### src/rtl/ptsp_pkg.sv
// Shared types and constants of the pickle table stream parser.
package ptsp_pkg;

  // Opcodes of the supported pickle protocol 2 subset.
  localparam logic [7:0] OP_SHORT_STR = 8'h55;
  localparam logic [7:0] OP_UNICODE   = 8'h58;
  localparam logic [7:0] OP_INT1      = 8'h4B;
  localparam logic [7:0] OP_INT2      = 8'h4D;
  localparam logic [7:0] OP_INT4      = 8'h4A;
  localparam logic [7:0] OP_LONG1     = 8'h8A;
  localparam logic [7:0] OP_PROTO     = 8'h80;
  localparam logic [7:0] OP_BINPUT    = 8'h71;
  localparam logic [7:0] OP_LBINPUT   = 8'h72;
  localparam logic [7:0] OP_STOP      = 8'h2E;
  localparam logic [7:0] OP_APPEND    = 8'h61;
  localparam logic [7:0] OP_SETITEMS  = 8'h75;
  localparam logic [7:0] OP_MARK      = 8'h28;
  localparam logic [7:0] OP_EMPTYLIST = 8'h5D;
  localparam logic [7:0] OP_EMPTYDICT = 8'h7D;
  localparam logic [7:0] OP_TUPLE1    = 8'h85;
  localparam logic [7:0] OP_TUPLE2    = 8'h86;
  localparam logic [7:0] OP_TUPLE3    = 8'h87;

  // Parser phase.
  typedef enum logic [2:0] {
    PH_OPCODE   = 3'd0,
    PH_STRLEN   = 3'd1,
    PH_STRDATA  = 3'd2,
    PH_NUMBER   = 3'd3,
    PH_LONGLEN  = 3'd4,
    PH_LONGDATA = 3'd5,
    PH_SKIP     = 3'd6
  } phase_t;

  // Kind of a result.
  typedef enum logic [2:0] {
    KIND_STRBYTE = 3'd0,
    KIND_EMPTY   = 3'd1,
    KIND_NUMBER  = 3'd2,
    KIND_STOP    = 3'd3,
    KIND_BADOP   = 3'd4,
    KIND_TRUNC   = 3'd5
  } kind_t;

  // One input byte with its framing marks.
  typedef struct packed {
    logic [7:0] data_byte;
    logic       table_start;
    logic       table_last;
  } item_t;

  // One decoded result.
  typedef struct packed {
    kind_t       item_kind;
    logic [7:0]  string_byte;
    logic        string_last;
    logic        is_prefix;
    logic [31:0] number_value;
    logic        is_size;
    logic [7:0]  bad_opcode;
  } result_t;

endpackage

### src/rtl/ptsp_core.sv
// Parser state and combinational decode of one table byte.
module ptsp_core (
  input  logic              clk,
  input  logic              rst,
  input  logic              step,
  input  ptsp_pkg::item_t   item,
  input  logic [31:0]       xor_key,
  output ptsp_pkg::result_t res,
  output logic              res_valid
);
  import ptsp_pkg::*;

  // Parser state registers.
  phase_t      phase;
  logic [31:0] remaining;
  logic [2:0]  position;
  logic [31:0] accum;
  logic        str_role;
  logic        num_role;
  logic        halted;

  phase_t      phase_next;
  logic [31:0] remaining_next;
  logic [2:0]  position_next;
  logic [31:0] accum_next;
  logic        str_role_next;
  logic        num_role_next;
  logic        halted_next;

  // State as seen by this byte, after an optional table start clear.
  phase_t      ph0;
  logic [31:0] rem0;
  logic [2:0]  pos0;
  logic [31:0] acc0;
  logic        srole0;
  logic        nrole0;
  logic        halt0;

  logic [7:0]  b;
  logic [31:0] rem_dec;
  logic [31:0] acc_take;
  logic [2:0]  pos_take;

  assign b = item.data_byte;

  // Clear the view of the state when a new table starts.
  always_comb begin
    if (item.table_start) begin
      ph0    = PH_OPCODE;
      rem0   = '0;
      pos0   = '0;
      acc0   = '0;
      srole0 = 1'b0;
      nrole0 = 1'b0;
      halt0  = 1'b0;
    end else begin
      ph0    = phase;
      rem0   = remaining;
      pos0   = position;
      acc0   = accum;
      srole0 = str_role;
      nrole0 = num_role;
      halt0  = halted;
    end
  end

  // Little-endian byte insertion; bytes past the fourth are dropped.
  always_comb begin
    rem_dec = rem0 - 32'd1;
    if (!pos0[2]) begin
      acc_take = acc0 | ({24'b0, b} << {pos0[1:0], 3'b000});
      pos_take = pos0 + 3'd1;
    end else begin
      acc_take = acc0;
      pos_take = pos0;
    end
  end

  // Next state and result of this byte.
  always_comb begin
    phase_next     = ph0;
    remaining_next = rem0;
    position_next  = pos0;
    accum_next     = acc0;
    str_role_next  = srole0;
    num_role_next  = nrole0;
    halted_next    = halt0;
    res            = '0;
    res_valid      = 1'b0;

    if (!halt0) begin
      unique case (ph0)
        PH_OPCODE: begin
          remaining_next = rem0;
          unique case (b) inside
            OP_SHORT_STR: begin
              phase_next = PH_STRLEN; remaining_next = 32'd1;
              position_next = '0; accum_next = '0;
            end
            OP_UNICODE: begin
              phase_next = PH_STRLEN; remaining_next = 32'd4;
              position_next = '0; accum_next = '0;
            end
            OP_INT1: begin
              phase_next = PH_NUMBER; remaining_next = 32'd1;
              position_next = '0; accum_next = '0;
            end
            OP_INT2: begin
              phase_next = PH_NUMBER; remaining_next = 32'd2;
              position_next = '0; accum_next = '0;
            end
            OP_INT4: begin
              phase_next = PH_NUMBER; remaining_next = 32'd4;
              position_next = '0; accum_next = '0;
            end
            OP_LONG1: begin
              phase_next = PH_LONGLEN; remaining_next = 32'd1;
              position_next = '0; accum_next = '0;
            end
            OP_PROTO, OP_BINPUT: begin
              phase_next = PH_SKIP; remaining_next = 32'd1;
              position_next = '0; accum_next = '0;
            end
            OP_LBINPUT: begin
              phase_next = PH_SKIP; remaining_next = 32'd4;
              position_next = '0; accum_next = '0;
            end
            OP_APPEND, OP_SETITEMS, OP_MARK, OP_EMPTYLIST, OP_EMPTYDICT,
            OP_TUPLE1, OP_TUPLE2, OP_TUPLE3: begin
              phase_next = PH_OPCODE;
            end
            OP_STOP: begin
              res.item_kind = KIND_STOP;
              res_valid     = 1'b1;
              halted_next   = 1'b1;
            end
            default: begin
              res.item_kind  = KIND_BADOP;
              res.bad_opcode = b;
              res_valid      = 1'b1;
              halted_next    = 1'b1;
            end
          endcase
        end
        PH_STRLEN: begin
          accum_next     = acc_take;
          position_next  = pos_take;
          remaining_next = rem_dec;
          if (rem_dec == '0) begin
            if (acc_take == '0) begin
              res.item_kind = KIND_EMPTY;
              res.is_prefix = srole0;
              res_valid     = 1'b1;
              str_role_next = ~srole0;
              phase_next    = PH_OPCODE;
            end else begin
              remaining_next = acc_take;
              phase_next     = PH_STRDATA;
            end
          end
        end
        PH_STRDATA: begin
          res.item_kind   = KIND_STRBYTE;
          res.string_byte = b;
          res.string_last = (rem0 == 32'd1);
          res.is_prefix   = srole0;
          res_valid       = 1'b1;
          remaining_next  = rem_dec;
          if (rem_dec == '0) begin
            str_role_next = ~srole0;
            phase_next    = PH_OPCODE;
          end
        end
        PH_NUMBER, PH_LONGDATA: begin
          accum_next     = acc_take;
          position_next  = pos_take;
          remaining_next = rem_dec;
          if (rem_dec == '0) begin
            res.item_kind    = KIND_NUMBER;
            res.number_value = acc_take ^ xor_key;
            res.is_size      = nrole0;
            res_valid        = 1'b1;
            num_role_next    = ~nrole0;
            phase_next       = PH_OPCODE;
          end
        end
        PH_LONGLEN: begin
          if (b == 8'd0) begin
            accum_next       = '0;
            res.item_kind    = KIND_NUMBER;
            res.number_value = xor_key;
            res.is_size      = nrole0;
            res_valid        = 1'b1;
            num_role_next    = ~nrole0;
            phase_next       = PH_OPCODE;
          end else begin
            phase_next     = PH_LONGDATA;
            remaining_next = {24'b0, b};
            position_next  = '0;
            accum_next     = '0;
          end
        end
        default: begin
          // Argument bytes of Proto and the Put opcodes are skipped.
          if (rem0 != '0) begin
            remaining_next = rem_dec;
          end
          if (rem0 == '0 || rem_dec == '0) begin
            phase_next = PH_OPCODE;
          end
        end
      endcase
    end

    // The last byte halts the parser and flags an unfinished item.
    if (item.table_last) begin
      if (!halted_next && phase_next != PH_OPCODE) begin
        res           = '0;
        res.item_kind = KIND_TRUNC;
        res_valid     = 1'b1;
      end
      halted_next = 1'b1;
      phase_next  = PH_OPCODE;
    end
  end

  // State update on each processed byte.
  always_ff @(posedge clk) begin
    if (rst) begin
      phase     <= PH_OPCODE;
      remaining <= '0;
      position  <= '0;
      accum     <= '0;
      str_role  <= 1'b0;
      num_role  <= 1'b0;
      halted    <= 1'b0;
    end else if (step) begin
      phase     <= phase_next;
      remaining <= remaining_next;
      position  <= position_next;
      accum     <= accum_next;
      str_role  <= str_role_next;
      num_role  <= num_role_next;
      halted    <= halted_next;
    end
  end

endmodule

### src/rtl/pickle_table_stream_parser.sv
// Top level of the pickle table stream parser: input and result registers around the core.
// Flow: a byte is captured in the input register and decoded by the core when it advances;
// its result, if any, is then held in the result register until the downstream side takes it.
// Throughput: one byte per cycle while results are taken; while a result waits, one more
// request can still enter the input register. The result register moves on whenever the
// downstream side takes its request.
// Reset (synchronous, active high) empties both registers, clears the parser state
// and sets the key to zero.
module pickle_table_stream_parser (
  input  logic              clk,
  input  logic              rst,
  input  logic              item_valid,
  output logic              item_ready,
  input  ptsp_pkg::item_t   item,
  output logic              result_valid,
  input  logic              result_ready,
  output ptsp_pkg::result_t result,
  input  logic              cfg_valid,
  output logic              cfg_ready,
  input  logic [31:0]       cfg_data
);
  import ptsp_pkg::*;

  logic        stage_valid;
  item_t       stage;
  logic [31:0] xor_key;
  logic        advance;
  result_t     core_res;
  logic        core_res_valid;

  assign cfg_ready  = 1'b1;
  assign advance    = stage_valid && (!result_valid || result_ready);
  assign item_ready = !stage_valid || advance;

  // Key register.
  always_ff @(posedge clk) begin
    if (rst) begin
      xor_key <= '0;
    end else if (cfg_valid) begin
      xor_key <= cfg_data;
    end
  end

  // Input register.
  always_ff @(posedge clk) begin
    if (rst) begin
      stage_valid <= 1'b0;
    end else if (item_ready) begin
      stage_valid <= item_valid;
    end
  end

  always_ff @(posedge clk) begin
    if (item_ready && item_valid) begin
      stage <= item;
    end
  end

  ptsp_core u_core (
    .clk       (clk),
    .rst       (rst),
    .step      (advance),
    .item      (stage),
    .xor_key   (xor_key),
    .res       (core_res),
    .res_valid (core_res_valid)
  );

  // Result register.
  always_ff @(posedge clk) begin
    if (rst) begin
      result_valid <= 1'b0;
    end else if (advance) begin
      result_valid <= core_res_valid;
    end else if (result_ready) begin
      result_valid <= 1'b0;
    end
  end

  always_ff @(posedge clk) begin
    if (advance && core_res_valid) begin
      result <= core_res;
    end
  end

endmodule
### config.mk
export PLATFORM = sky130hd
export DESIGN_NAME = pickle_table_stream_parser
export DESIGN_NICKNAME = d
export VERILOG_FILES = /design/src/rtl/ptsp_pkg.sv /design/src/rtl/ptsp_core.sv /design/src/rtl/pickle_table_stream_parser.sv
export SDC_FILE = /design/constraint.sdc
export NUM_CORES = 1
export LEC_CHECK = 0
export ABC_AREA = 1
export ABC_CLOCK_PERIOD_IN_PS = 12430
export BUFFER_PORTS_ARGS = -buffer_cell sky130_fd_sc_hd__buf_4
export CELL_PAD_IN_SITES_DETAIL_PLACEMENT = 1
export CELL_PAD_IN_SITES_GLOBAL_PLACEMENT = 1
export CORE_ASPECT_RATIO = 1.5
export CORE_MARGIN = 1
export CORE_UTILIZATION = 46
export CTS_CLUSTER_DIAMETER = 50
export DETAILED_ROUTE_END_ITERATION = 6
export PLACE_DENSITY = 0.82
export SLEW_MARGIN = 20
export SYNTH_ARGS = -nofsm -noshare
export SYNTH_HDL_FRONTEND = slang
export SYNTH_SLANG_ARGS = --single-unit
export TNS_END_PERCENT = 20
### constraint.sdc
create_clock -name clk -period 12.43 [get_ports clk]
set_input_delay 0.6215 -clock clk [delete_from_list [all_inputs] [get_ports clk]]
set_output_delay 0.6215 -clock clk [all_outputs]
set_load 0.02 [all_outputs]
# ---- Yosys cells after proc, flatten, opt, wreduce, memory -nomap -nowiden
# Index checks and enable logic that the tools add are counted.
dict set report classes {
  shifts 1
  n_bitwise 4
  eq_ne 24
  n_addsub 2
  muxes 73
  reduce_logical 30
}
# op count
set ops {}
lappend ops {{two-way mux 32 bit} 10}
lappend ops {{case mux 32 bit (3 select lines)} 2}
lappend ops {{two-way mux 54 bit} 3}
lappend ops {{case mux 32 bit (4 select lines)} 1}
lappend ops {{logical NOT 32 bit} 3}
lappend ops {{equality test 8 x 7 -> 1 bit, second input constant} 11}
lappend ops {{two-way mux 33 bit} 2}
lappend ops {{case mux 33 bit (2 select lines)} 1}
lappend ops {{equality test 8 bit, second input constant} 5}
lappend ops {{two-way mux 3 bit} 13}
lappend ops {{equality test 32 x 1 -> 1 bit, second input constant} 1}
lappend ops {{OR 32 bit} 1}
lappend ops {{nonzero test 32 bit} 1}
lappend ops {{<< shifter 8 x 5 -> 32 bit} 1}
lappend ops {{subtractor 32 x 1 -> 32 bit, second input constant} 1}
lappend ops {{XOR 32 bit} 1}
lappend ops {{two-way mux 1 bit} 26}
lappend ops {{case mux 3 bit (4 select lines)} 2}
lappend ops {{OR reduction 18 bit} 1}
lappend ops {{OR reduction 17 bit} 1}
lappend ops {{equality test 8 x 6 -> 1 bit, second input constant} 2}
lappend ops {{two-way mux 8 bit} 2}
lappend ops {{case mux 3 bit (5 select lines)} 1}
lappend ops {{OR reduction 3 bit} 5}
lappend ops {{22 further kinds} 37}
dict set report totals {
  out_inout_bits 57
  inputBits 47
  word_cells 154
  reg_bits 171
}

# ---- Longest topological paths before layout
# Gate-level depths: netlist (run 1).
dict set report depth {
  ltp_word 14
  ltp_mapped 27
  mapped_depth_nobuf 25
}

# ---- Hierarchy
# From an unflattened synthesis (run 1), not the netlist that was laid out.
dict set report unflattened {
  hier_cells 1741
  hier_area_um2 11911.4
}
# mod seq_area_each_um2 instances area_each_um2 cells_each
set modules_own_cells {}
lappend modules_own_cells {ptsp_core 1461.4 1 8757.1 1519}
lappend modules_own_cells {pickle_table_stream_parser 2602.5 1 3154.3 222}

# ---- Worst setup path before layout (run 1)
# Ideal clock, no wire load.
dict set report synth_timing {
  kind {register to register}
  from {register stage[1] (netlist bit)}
  to {register result[0] (netlist bit), enable pin}
  t_required_ns 12.022
  setup_ns 0.408
  arrival_time_ns 3.676
  setup_slack_ns 8.345
  n_path_buf 2
  path_stages_with_launch 26
  cell_sequence {edfxtp_1 > buf_6 > inv_4 > buf_6 > nand2_2 > ha_1 > nand3_2 > nor2_4 > nand2_1 > nor2_1 > nand2_1 > nand2_1 > nand2_1 > nor2_1 > nand2_1 > nor2_1 > nand3_1 > nand2_1 > nand2_1 > nand2_1 > nand2_1 > nand2_1 > o21bai_4 > nand2_1 > nand2_1 > inv_1}
}
dict set report synth_via {
  elab_chain_cells 14
  word_cells_on_any_way 41
  classes_between {add/sub: 1; eq/ne: 5; shift: 1; mux: 22; bitwise: 1; reduce/logical: 11}
}
# element line_no
set synth_rtl {}
lappend synth_rtl {{start, declared} pickle_table_stream_parser.sv:25} ;# item_t stage;
lappend synth_rtl {{start signal, assigned} pickle_table_stream_parser.sv:55} ;# stage <= item;
lappend synth_rtl {{parallel branches: the longest is 12 deep, another holds subtractor 32 x 1 -> 32 bit} n/a}
lappend synth_rtl {{two-way mux 1 bit (*)} ptsp_core.sv:216} ;# if (item.table_last) begin
lappend synth_rtl {{logical AND 1 bit (*)} pickle_table_stream_parser.sv:81} ;# if (advance && core_res_valid) begin
lappend synth_rtl {{end signal, assigned} pickle_table_stream_parser.sv:82} ;# result <= core_res;
lappend synth_rtl {{end, declared} pickle_table_stream_parser.sv:17} ;# output ptsp_pkg::result_t result,
# Every way passes the cells marked *.
# A chain may end at the register's enable or synchronous reset.

# ---- Worst setup path in the final report (run 1)
dict set report layout_timing {
  from {register stage[1] (netlist bit)}
  to {register result[21] (netlist bit), enable pin}
}
# Same word-level chain as after synthesis.

==> flow_summary_export.csv, run 1 <==
group,metric,value,unit
clocking,worst_skew_pair_later_pin_latency,0.45,ns
logic_synthesis,yosys_register_bits,171,
grt,largest_net_degree_at_the_start_of_global_routing,72,
place,detailedPlace.worstSlack,7.511,ns
clocking,clock_tree.buffer_depth,2,
logic_synthesis,seq_area_frac_synth,36.07,%
pwr,power_frac_seq,41.1,%
logic_synthesis,synthDistinctLibCells,52,
layout,layout-drive-gt1-share,14.74,%
die,boundaryPins,104,
die,floorplan.initialDensity,47.29,%
logic_synthesis,asyncSetResetFlopFracSynth,0,%
clocking,cts_resized,0,
critical_path,setup.worst_path.start_class,"flip-flop",
sta,final.setup.tns,0,ns
clocking,clk_pin_slew_worst_paths,0.07,ns
critical_path,worst_path_dominant_cell_family,"simple AND/OR/NAND/NOR gates",
status,run_status,"finished, final reports clean",
pwr,totalPowerFinal,1569,uW
sta,final.min_clock_period,4.992,ns
logic_synthesis,post_synth_most_frequent_cells,"356 x sky130_fd_sc_hd__nand2_1, 203 x sky130_fd_sc_hd__inv_1, 203 x sky130_fd_sc_hd__nor2_1, 125 x sky130_fd_sc_hd__o21ai_0, 116 x sky130_fd_sc_hd__a21oi_1",
logic_synthesis,synth_cells,1653,
pwr,total_leakage_power,0.005882,uW
critical_path,timing.critical_path.arrival,5.06,ns
clocking,cts.repair_timing.setup_buffer_count,0,
critical_path,timing.critical_path.mode_cell,"sky130_fd_sc_hd__nand2_1",
routing,via_count,12235,
pwr,comb_power_share,24.3,%
logic_synthesis,synth_top_cell_area_share,19.01,%
sta,final_cycle_utilization_of_the_critical_path,40.16,%
routing,wirelength,45390,um
sta,fin_worst_hold_slack,0.3501,ns
logic_synthesis,synth_most_common_cell,"sky130_fd_sc_hd__nand2_1",
routing,routed_via_density,5.971,
critical_path,timing.critical_path.fanout_max,68,
layout,finish.net_count,1770,
die,die_height,193.7,um
sta,worst_clock_skew,0.01557,ns
layout,final.fill_count,3214,
critical_path,timing.critical_path.slowest_stage_cell,"sky130_fd_sc_hd__buf_4",
place,gpl.final_weighted_congestion,0.9901,
clocking,tritoncts.num_buffers,17,
critical_path,timing.critical_path.required,12.50,ns
place,detailedPlacementHpwl,32770,um
clocking,clock_tree_from_tritoncts,"yes",
pwr,share_clk_of_total_power,34.6,%
run,max_cap_viol_count,0,
pwr,vdd_ir_max,0.00009702,V
logic_synthesis,synth.cell_area,11270,um^2
layout,flow.area_growth_from_synthesis,13.93,%
routing,drt_iter0_drc,955,
die,die_area,25140,um^2
routing,detailedRoute.firstPassIterationCount,5,
logic_synthesis,syn-mean-instance-area,6.816,um^2
pwr,reported_net_switching_power,573.5,uW
hold_path,hold_class,"input pin to flip-flop",
sta,slew_violations,0,
die,placementRows,69,
sta,maxClockFrequency,200.3,MHz
critical_path,slowest_delay,0.59,ns
die,die_x,129.8,um
grt,gr-total-overflow,0,
logic_synthesis,netlist.top_cell.by_area,"sky130_fd_sc_hd__dfxtp_1",
sta,worst_slack,7.438,ns
sta,setup-violations-final,0,
logic_synthesis,net_count_of_the_mapped_netlist,1706,
logic_synthesis,synth-main-ff-cell,"sky130_fd_sc_hd__dfxtp_1",
sta,slew-limit-headroom,30.90,%
routing,detail_route.wl_per_cell,22.15,um
critical_path,timing_worst_setup_path_type,"flip-flop to flip-flop",
clocking,cts_root_buffer,"sky130_fd_sc_hd__clkbuf_16",
pwr,intPower,996.0,uW
grt,first_global_vias,12748,
sta,hold_violations,0,
die,placeable_core_region,23830,um^2
clocking,hold_buffers,0,
grt,grt_first_pass_wirelength,70720,um
clocking,cts.sink_count,171,
routing,route.detailed.drc,0,
grt,grt_antenna_before_repair,0,
logic_synthesis,synth_edf_count,64,
routing,detail-route-antenna-nets,0,
grt,grt_use_total,37.18,%
sta,worst_pin_slew,1.030,ns
layout,insertedDiodeCount,0,
critical_path,setup.reg_to_reg.worst_slack,7.44,ns
critical_path,timing.critical_path.cells,"inv_4, nand2_1, nand2_1, nor2_2, nand2_1, nor2_2, nand4_1, nand2_1, nand2_1, nor2_2, nand3_4, nor2_2, buf_4, inv_1, nand2_1, o21ai_0, nand2_1, nand2_1, inv_2, buf_4",
logic_synthesis,synth_warnings,0,
pwr,powerDensity,122.3,nW/um^2
clocking,cts.htree.levels,4,
critical_path,path_buf_inv,5,
critical_path,endpoint_kind,"flip-flop",
sta,setup_repair_after_global_routing_missed_its_margin,"false",
logic_synthesis,ys_top_cells_by_area,"sky130_fd_sc_hd__dfxtp_1 19%, sky130_fd_sc_hd__edfxtp_1 17%, sky130_fd_sc_hd__nand2_1 12%",
pwr,switching_share,36.54,%
place,place.port_buffers,102,
==> stage by stage <==
step	util (%)	std cells	area (um^2)
after CTS	53.87	2049	12840
after detailed placement	51.44	2017	12260
final	53.87	2049	12840
after floorplan	-	1653	11270
after global placement	51.44	2017	12260
after global routing	53.87	2049	12840
==> flip-flops by register name, indices dropped and copies added (netlist names), 3 cells and up <==
name	count
u_core.accum	32
u_core.remaining	32
stage	10
xor_key	32
u_core.phase	3
u_core.position	3
result	54
==> power groups by stage <==
stage | Sequential [uW] | Combinational, uW | Clock [uW]
after floorplan | 661 | 229 | 0
after global placement | 655 | 364 | 0
after detailed placement | 656 | 372 | 0
after CTS | 644 | 374 | 547
after global routing | 647 | 414 | 564
final | 645 | 382 | 543
==> layout by cell type (no fill, tap or decap), types with 31 or more instances in the layout <==
master	n
sky130_fd_sc_hd__inv_1	201
sky130_fd_sc_hd__o21ai_0	125
sky130_fd_sc_hd__edfxtp_1	64
sky130_fd_sc_hd__a21oi_1	116
sky130_fd_sc_hd__nand2_1	355
sky130_fd_sc_hd__a221oi_1	31
sky130_fd_sc_hd__nor2_1	198
sky130_fd_sc_hd__buf_4	129
sky130_fd_sc_hd__nor3_1	35
sky130_fd_sc_hd__dfxtp_1	107
sky130_fd_sc_hd__nand3_1	70
==> cell type report <==
type | instances | area (um^2) | share of cell area, %
Multi-Input combinational cell | 1179 | 6001 | 46.75
Sequential cell | 171 | 4064 | 31.66
Timing Repair Buffer | 129 | 968.4 | 7.545
Inverter | 219 | 824.5 | 6.424
Clock buffer | 17 | 425.4 | 3.314
Tap cell | 319 | 399.1 | 3.109
Clock inverter | 15 | 153.9 | 1.199
==> worst register-to-register path: stages (launching register included) <==
cell and delay, ns:
sky130_fd_sc_hd__edfxtp_1 0.40, sky130_fd_sc_hd__inv_4 0.32, sky130_fd_sc_hd__nand2_1 0.38, sky130_fd_sc_hd__nand2_1 0.18, sky130_fd_sc_hd__nor2_2 0.34, sky130_fd_sc_hd__nand2_1 0.11, sky130_fd_sc_hd__nor2_2 0.39, sky130_fd_sc_hd__nand4_1 0.15
sky130_fd_sc_hd__nand2_1 0.27, sky130_fd_sc_hd__nand2_1 0.12, sky130_fd_sc_hd__nor2_2 0.17, sky130_fd_sc_hd__nand3_4 0.16, sky130_fd_sc_hd__nor2_2 0.11, sky130_fd_sc_hd__buf_4 0.33, sky130_fd_sc_hd__inv_1 0.13, sky130_fd_sc_hd__nand2_1 0.11
sky130_fd_sc_hd__o21ai_0 0.09, sky130_fd_sc_hd__nand2_1 0.08, sky130_fd_sc_hd__nand2_1 0.08, sky130_fd_sc_hd__inv_2 0.07, sky130_fd_sc_hd__buf_4 0.59
==> kinds of logic after synthesis <==
family / synth area share, %
flip-flops: 36.07
adder cells (fa/ha/maj): 0.6663
other: 0.03328
AND/OR/NAND/NOR: 28.11
XOR/XNOR: 1.399
AO/OA/AOI/OAI: 22.88
buffers and inverters: 10.85
==> routing by layer <==
metal  up-vias  track usage (%)  wire length [um]
met5         -                0                 0
met4         0            23.82              2971
met3       164            5.960              2121
met2       439            64.11             22560
met1      5973            41.84             17740
li1       5659                -                 -
==> path summary, 6_finish.rpt <==
kind | start | to | depth (start not counted)
max | stage[1]$_DFFE_PP_ | result[21]$_DFFE_PP_ | 20
min | item[2] | stage[2]$_DFFE_PP_ | 1
max reg2reg | stage[1]$_DFFE_PP_ | result[21]$_DFFE_PP_ | 20
min reg2reg | u_core.remaining[16]$_SDFFE_PP0P_ | u_core.remaining[16]$_SDFFE_PP0P_ | 2
Note: power is estimated with default switching activity, not from simulation.
==> run 2: changes to the inputs <==
--- a/config.mk
+++ b/config.mk
@@ -6,16 +6,16 @@
 export NUM_CORES = 1
 export LEC_CHECK = 0
 export ABC_AREA = 1
-export ABC_CLOCK_PERIOD_IN_PS = 12430
+export ABC_CLOCK_PERIOD_IN_PS = 5070
 export BUFFER_PORTS_ARGS = -buffer_cell sky130_fd_sc_hd__buf_4
 export CELL_PAD_IN_SITES_DETAIL_PLACEMENT = 1
 export CELL_PAD_IN_SITES_GLOBAL_PLACEMENT = 1
 export CORE_ASPECT_RATIO = 1.5
 export CORE_MARGIN = 1
-export CORE_UTILIZATION = 46
+export CORE_UTILIZATION = 44
 export CTS_CLUSTER_DIAMETER = 50
 export DETAILED_ROUTE_END_ITERATION = 6
-export PLACE_DENSITY = 0.82
+export PLACE_DENSITY = 0.79
 export SLEW_MARGIN = 20
 export SYNTH_ARGS = -nofsm -noshare
 export SYNTH_HDL_FRONTEND = slang
==> constraint.sdc (replaced) <==
create_clock -name clk -period 5.07 [get_ports clk]
set_input_delay 0.2535 -clock clk [delete_from_list [all_inputs] [get_ports clk]]
set_output_delay 0.2535 -clock clk [all_outputs]
set_load 0.02 [all_outputs]
==> run 2 against run 1 <==
Net effect: wire length increased by 2.6%; hold slack got worse by 0.33 ns; register-to-register slack got worse by 7.0 ns; critical endpoint is now result[27]$_DFFE_PP_.
==> flow_summary_export.csv, run 2 (synthesized netlist as in run 1, its figures left out) <==
group,metric,value,unit
die,placementRows,71,
sta,final_cycle_utilization_of_the_critical_path,91.18,%
layout,regMostFlops,"result",
clocking,cts.htree.levels,4,
sta,setup_repair_after_global_routing_missed_its_margin,"false",
critical_path,timing.critical_path.slowest_stage_cell,"sky130_fd_sc_hd__nor3_1",
die,placeable_core_region,25140,um^2
sta,worst_clock_skew,0.01211,ns
clocking,clk_pin_slew_worst_paths,0.07,ns
routing,wl_met3,2057,um
run,max_cap_viol_count,0,
hold_path,whs_path_cells,1,
clocking,clock_tree_from_tritoncts,"yes",
critical_path,timing.critical_path.mode_cell,"sky130_fd_sc_hd__nand2_1",
routing,detail-route-antenna-nets,0,
grt,grt_first_pass_wirelength,71580,um
clocking,cts.sink_count,171,
layout,final_cell_mix,"355 x sky130_fd_sc_hd__nand2_1, 201 x sky130_fd_sc_hd__inv_1, 198 x sky130_fd_sc_hd__nor2_1",
pwr,vdd_ir_max,0.0002352,V
critical_path,timing_worst_setup_path_type,"flip-flop to flip-flop",
routing,routed_via_density,5.949,
pwr,powerDensity,295.8,nW/um^2
critical_path,timing.critical_path.cells,"buf_4, nor2_1, nor3_1, inv_1, nor3_1, nand3_1, nand2_1, nand2_1, nand2_1, nand2_1, nand3_2, o21bai_4, nand2_1, nand2_1, inv_2, buf_12",
layout,layout-drive-gt1-share,15.05,%
clocking,tritoncts.num_buffers,17,
clocking,worst_skew_pair_later_pin_latency,0.44,ns
sta,final.setup.tns,0,ns
layout,flow.area_growth_from_synthesis,15.48,%
critical_path,slowest_delay,0.64,ns
routing,via_count,12350,
clocking,cts_root_buffer,"sky130_fd_sc_hd__clkbuf_16",
routing,route.detailed.drc,0,
routing,wirelength,46570,um
routing,drt-met1-wl,18170,um
critical_path,timing.critical_path.fanout_max,40,
critical_path,timing.critical_path.required,5.19,ns
place,place.detailed.instances,2034,
die,die_height,198.0,um
sta,slew_violations,0,
routing,detail_route.wl_per_cell,22.43,um
hold_path,hold_class,"input pin to flip-flop",
die,floorplan.initialDensity,44.82,%
grt,first_global_vias,12585,
sta,hold_violations,0,
grt,grt_use_total,35.84,%
layout,largest_reg_flops,54,
routing,highest_layer,"met4",
sta,worst_pin_slew,1.086,ns
clocking,cts.repair_timing.setup_buffer_count,0,
layout,finish.net_count,1787,
sta,maxClockFrequency,216.3,MHz
sta,final.min_clock_period,4.623,ns
routing,wl_met2,24060,um
die,boundaryPins,104,
routing,detailedRoute.firstPassIterationCount,5,
die,die_area,26260,um^2
pwr,total_leakage_power,0.005965,uW
grt,largest_net_degree_at_the_start_of_global_routing,72,
grt,gr-total-overflow,0,
clocking,clock_tree.buffer_depth,2,
sta,setup-violations-final,0,
layout,final_core_util,51.75,%
routing,drt_iter0_drc,701,
critical_path,setup.worst_path.start_class,"flip-flop",
grt,grt_antenna_before_repair,1,
die,die_x,132.7,um
critical_path,endpoint_kind,"flip-flop",
critical_path,rr_worst_depth,16,
critical_path,timing.critical_path.arrival,4.75,ns
layout,layout_commonest_cell,"sky130_fd_sc_hd__nand2_1",
layout,final_cells,2076,
place,gpl.final_weighted_congestion,0.9571,
place,detailedPlacementHpwl,34290,um
clocking,cts_resized,0,
status,run_status,"finished, final reports clean",
place,place.port_buffers,102,
sta,fin_worst_hold_slack,0.02458,ns
sta,slew-limit-headroom,27.14,%
run 2: changes by cell type in the layout (fill, tap and decap cells not counted), sizes merged:
cell / change
diode: +1
clkinv: +1
dlygate4sd3: +9
buf: +8
inv: -1
run 2: final timing paths:
path | startpoint | endpoint | slack, ns
min | item[6] | stage[6]$_DFFE_PP_ | 0.02
min reg2reg | u_core.str_role$_SDFFE_PP0P_ | u_core.str_role$_SDFFE_PP0P_ | 0.48
max reg2reg | stage[1]$_DFFE_PP_ | result[27]$_DFFE_PP_ | 0.45
max | stage[1]$_DFFE_PP_ | result[27]$_DFFE_PP_ | 0.45
run 2: area by class of cell:
cell class	instances	area, um^2
Timing Repair Buffer	146	1131
Fill cell	3393	12130
Antenna cell	1	2.502
Multi-Input combinational cell	1179	6001
Clock buffer	17	425.4
Tap cell	328	410.4
Inverter	219	824.5
Clock inverter	15	152.6
Sequential cell	171	4064
run 2: report_power, final:
part           switching [uW]  internal, uW
Combinational             667           278
Clock                     666           658
Sequential               65.9          1510
Total                    1400          2450
run 2: timing repair:
item                                    CTS  global route
endpoints found under the setup margin    0             0
hold buffers                              9             0
endpoints found under the hold margin     9             0
run 2: metrics by stage:
| step | setup slack (ns) | instance area (um^2) | total power, uW |
|---|---|---|---|
| after detailed placement | 0.5588 | 12340 | 2527 |
| after CTS | 0.5484 | 13010 | 3846 |
| final | 0.4474 | 13010 | 3849 |
| after floorplan | 0.9852 | 11270 | 2183 |
| after global placement | 0.5293 | 12340 | 2508 |
| after global routing | 0.2309 | 13010 | 3987 |
run 2: worst max-delay path, delay by kind of cell (launching register included):
family,cells,cell delay [ns]
and+or+nand+nor,11,2.57
buffers and inverters,4,1.19
DFF,1,0.40
AOI/OAI and AO/OA,1,0.09
run 2: routing by layer:
metal | vias to the layer above | track usage [%]
met5 | - | 0
met4 | 0 | 19.54
met3 | 138 | 4.455
met2 | 441 | 65.42
met1 | 6073 | 40.29
li1 | 5698 | -
==> run 3: changes to the inputs <==
--- a/config.mk
+++ b/config.mk
@@ -6,16 +6,16 @@
 export NUM_CORES = 1
 export LEC_CHECK = 0
 export ABC_AREA = 1
-export ABC_CLOCK_PERIOD_IN_PS = 5070
-export BUFFER_PORTS_ARGS = -buffer_cell sky130_fd_sc_hd__buf_4
+export ABC_CLOCK_PERIOD_IN_PS = 5700
 export CELL_PAD_IN_SITES_DETAIL_PLACEMENT = 1
 export CELL_PAD_IN_SITES_GLOBAL_PLACEMENT = 1
 export CORE_ASPECT_RATIO = 1.5
 export CORE_MARGIN = 1
-export CORE_UTILIZATION = 44
+export CORE_UTILIZATION = 46
 export CTS_CLUSTER_DIAMETER = 50
 export DETAILED_ROUTE_END_ITERATION = 6
-export PLACE_DENSITY = 0.79
+export DONT_BUFFER_PORTS = 1
+export PLACE_DENSITY = 0.77
 export SLEW_MARGIN = 20
 export SYNTH_ARGS = -nofsm -noshare
 export SYNTH_HDL_FRONTEND = slang
==> constraint.sdc (replaced) <==
create_clock -name clk -period 5.7 [get_ports clk]
set_input_delay 0.285 -clock clk [delete_from_list [all_inputs] [get_ports clk]]
set_output_delay 0.285 -clock clk [all_outputs]
set_load 0.02 [all_outputs]
==> run 3 against run 2 <==
Net effect: hold slack worse by 0.016 ns; via count shrank 3.8%; global-route usage increased by 1.4 points; clock skew is 0.00076 ns lower; sequential power shrank 9%; critical path depth up 8; sequential share of layout area rose by 1.6 points; sequential cell count unchanged; cell count fell by 4.6%; cell area down 4.9%; die area fell by 4.3%; utilization up 0.16 points; critical endpoint is now result[18]$_DFFE_PP_.
==> flow_summary_export.csv, run 3 (synthesized netlist as in run 1, its figures left out) <==
group,metric,value,unit
status,run_status,"finished, final reports clean",
die,placeable_core_region,23830,um^2
sta,worst_slack,0.8306,ns
pwr,switching_share,36.65,%
critical_path,timing.critical_path.required,5.84,ns
clocking,clk_pin_slew_worst_paths,0.07,ns
routing,via_count,11875,
die,floorplan.initialDensity,47.29,%
routing,route.detailed.drc,0,
layout,multiInputGateArea,6006,um^2
die,boundaryPins,104,
clocking,clock_tree_from_tritoncts,"yes",
grt,grt_max_usage_layer,"met2",
critical_path,timing.critical_path.arrival,5.01,ns
grt,largest_net_degree_at_the_start_of_global_routing,72,
clocking,tritoncts.num_buffers,17,
pwr,vdd_ir_max,0.0002392,V
critical_path,timing.critical_path.fanout_max,35,
grt,grt_use_total,37.26,%
sta,final_cycle_utilization_of_the_critical_path,85.43,%
clocking,clock_tree.buffer_depth,2,
sta,hold_violations,0,
grt,gr-total-overflow,0,
layout,final_cell_mix,"355 x sky130_fd_sc_hd__nand2_1, 202 x sky130_fd_sc_hd__inv_1, 198 x sky130_fd_sc_hd__nor2_1",
clocking,worst_skew_pair_later_pin_latency,0.45,ns
place,gpl.final_weighted_congestion,0.9587,
hold_path,hold_class,"input pin to flip-flop",
grt,use_met2,65.00,%
pwr,powerDensity,272.5,nW/um^2
layout,seq_area,4064,um^2
grt,first_global_vias,12292,
grt,grtUsageMet1,41.01,%
die,die_x,129.8,um
critical_path,rr_worst_depth,24,
sta,maxClockFrequency,205.4,MHz
pwr,power_frac_seq,42.7,%
pwr,reported_net_switching_power,1235,uW
run,max_cap_viol_count,0,
layout,flow.area_growth_from_synthesis,9.794,%
sta,worst_pin_slew,1.109,ns
layout,finish.net_count,1699,
place,detailedPlacementHpwl,32330,um
pwr,intPower,2136,uW
routing,drt_iter0_drc,758,
routing,routed_via_density,5.997,
sta,final.min_clock_period,4.869,ns
routing,detailedRoute.firstPassIterationCount,5,
place,place.port_buffers,0,
sta,worst_clock_skew,0.01135,ns
sta,slew_violations,0,
layout,layout-drive-gt1-share,9.644,%
sta,setup-violations-final,0,
critical_path,setup.worst_path.start_class,"flip-flop",
sta,setup_repair_after_global_routing_missed_its_margin,"false",
pwr,comb_power_share,22.1,%
hold_path,whs_path_cells,2,
pwr,total_leakage_power,0.005536,uW
die,placementRows,69,
clocking,cts.htree.levels,4,
sta,slew-limit-headroom,25.96,%
clocking,cts_root_buffer,"sky130_fd_sc_hd__clkbuf_16",
layout,layout_commonest_cell,"sky130_fd_sc_hd__nand2_1",
routing,detail-route-antenna-nets,0,
critical_path,endpoint_kind,"flip-flop",
routing,detail_route.wl_per_cell,23.00,um
die,die_area,25140,um^2
layout,largest_reg_flops,54,
grt,grt_antenna_before_repair,3,
sta,final.setup.tns,0,ns
place,detailedPlace.worstSlack,0.9211,ns
grt,grt_first_pass_wirelength,69810,um
grt,grt_use_met3,7.147,%
die,die_height,193.7,um
clocking,cts.sink_count,171,
critical_path,timing_worst_setup_path_type,"flip-flop to flip-flop",
layout,final.fill_count,3196,
clocking,cts_resized,0,
routing,wirelength,45540,um
layout,regMostFlops,"result",
pwr,share_clk_of_total_power,35.1,%
==> run 3: changes by cell type in the layout (fill, tap and decap cells not counted), sizes merged, moves of 2 or more <==
cell,delta
buf,-104
dlygate4sd3,+16
inv,+2
clkinvlp,+2
clkinv,-5
==> run 3: critical path, stage by stage (launching register included) <==
cell and delay (ns):
sky130_fd_sc_hd__edfxtp_1 0.42, sky130_fd_sc_hd__inv_4 0.19, sky130_fd_sc_hd__nand2_2 0.22, sky130_fd_sc_hd__ha_1 0.28, sky130_fd_sc_hd__nand3_2 0.14, sky130_fd_sc_hd__nor2_1 0.52
sky130_fd_sc_hd__nand2_1 0.18, sky130_fd_sc_hd__nor2_1 0.25, sky130_fd_sc_hd__nand2_1 0.09, sky130_fd_sc_hd__nand2_1 0.11, sky130_fd_sc_hd__nand2_1 0.07, sky130_fd_sc_hd__nor2_1 0.09
sky130_fd_sc_hd__nand2_1 0.06, sky130_fd_sc_hd__nor2_1 0.20, sky130_fd_sc_hd__nand3_1 0.16, sky130_fd_sc_hd__nand2_1 0.09, sky130_fd_sc_hd__nand2_1 0.06, sky130_fd_sc_hd__nand2_1 0.05
sky130_fd_sc_hd__nand2_1 0.06, sky130_fd_sc_hd__nand2_1 0.13, sky130_fd_sc_hd__o21bai_4 0.12, sky130_fd_sc_hd__nand2_1 0.07, sky130_fd_sc_hd__nand2_1 0.08, sky130_fd_sc_hd__inv_2 0.48
sky130_fd_sc_hd__buf_4 0.37
==> run 3: through the flow <==
stage | hold WS, ns | utilization [%] | power, uW | instance area, um^2 | instances
3_5_place_dp | 0.3645 | 48.40 | 2171 | 11530 | 1920
6_report | 0.008489 | 51.92 | 3371 | 12370 | 1980
4_1_cts | 0.003914 | 51.90 | 3359 | 12370 | 1978
2_1_floorplan | 0.3839 | - | 1942 | 11270 | 1653
5_1_grt | 0.0006772 | 51.90 | 3490 | 12370 | 1978
3_3_place_gp | 0.3645 | 48.40 | 2152 | 11530 | 1920
==> run 3: final cells by class <==
| type | count | share of cell area, % |
|---|---|---|
| Clock inverter | 14 | 1.072 |
| Tap cell | 319 | 3.226 |
| Inverter | 219 | 6.665 |
| Clock buffer | 18 | 3.469 |
| Sequential cell | 171 | 32.85 |
| Timing Repair Buffer | 58 | 4.127 |
| Antenna cell | 2 | 0.04046 |
| Multi-Input combinational cell | 1179 | 48.55 |
==> run 3: repair_timing <==
action                                 CTS  global route
endpoints found under the hold margin   60             0
buffers inserted                         0             0
hold buffers                            26             0
==> run 3: final timing paths <==
| path | start | endpoint | slack (ns) |
|---|---|---|---|
| max reg2reg | stage[1]$_DFFE_PP_ | result[18]$_DFFE_PP_ | 0.83 |
| min reg2reg | u_core.accum[15]$_SDFFE_PP0P_ | u_core.accum[15]$_SDFFE_PP0P_ | 0.48 |
| max | stage[1]$_DFFE_PP_ | result[18]$_DFFE_PP_ | 0.83 |
| min | cfg_valid | xor_key[16]$_SDFFE_PP0P_ | 0.008 |
==> run 3: per-layer routing <==
metal / vias to the layer above / share of wire (%)
met2: 359 / 51
met4: 4 / 5.9
met5: - / 0.051
li1: 5511 / -
met1: 5862 / 38
met3: 139 / 5.2
==> run 3: power groups by stage <==
| stage | clock network (uW) | registers [uW] | logic, uW |
|---|---|---|---|
| after floorplan | 0 | 1440 | 500 |
| after global routing | 1230 | 1450 | 812 |
| after CTS | 1190 | 1440 | 731 |
| after detailed placement | 0 | 1470 | 705 |
| final | 1180 | 1440 | 746 |
| after global placement | 0 | 1460 | 688 |
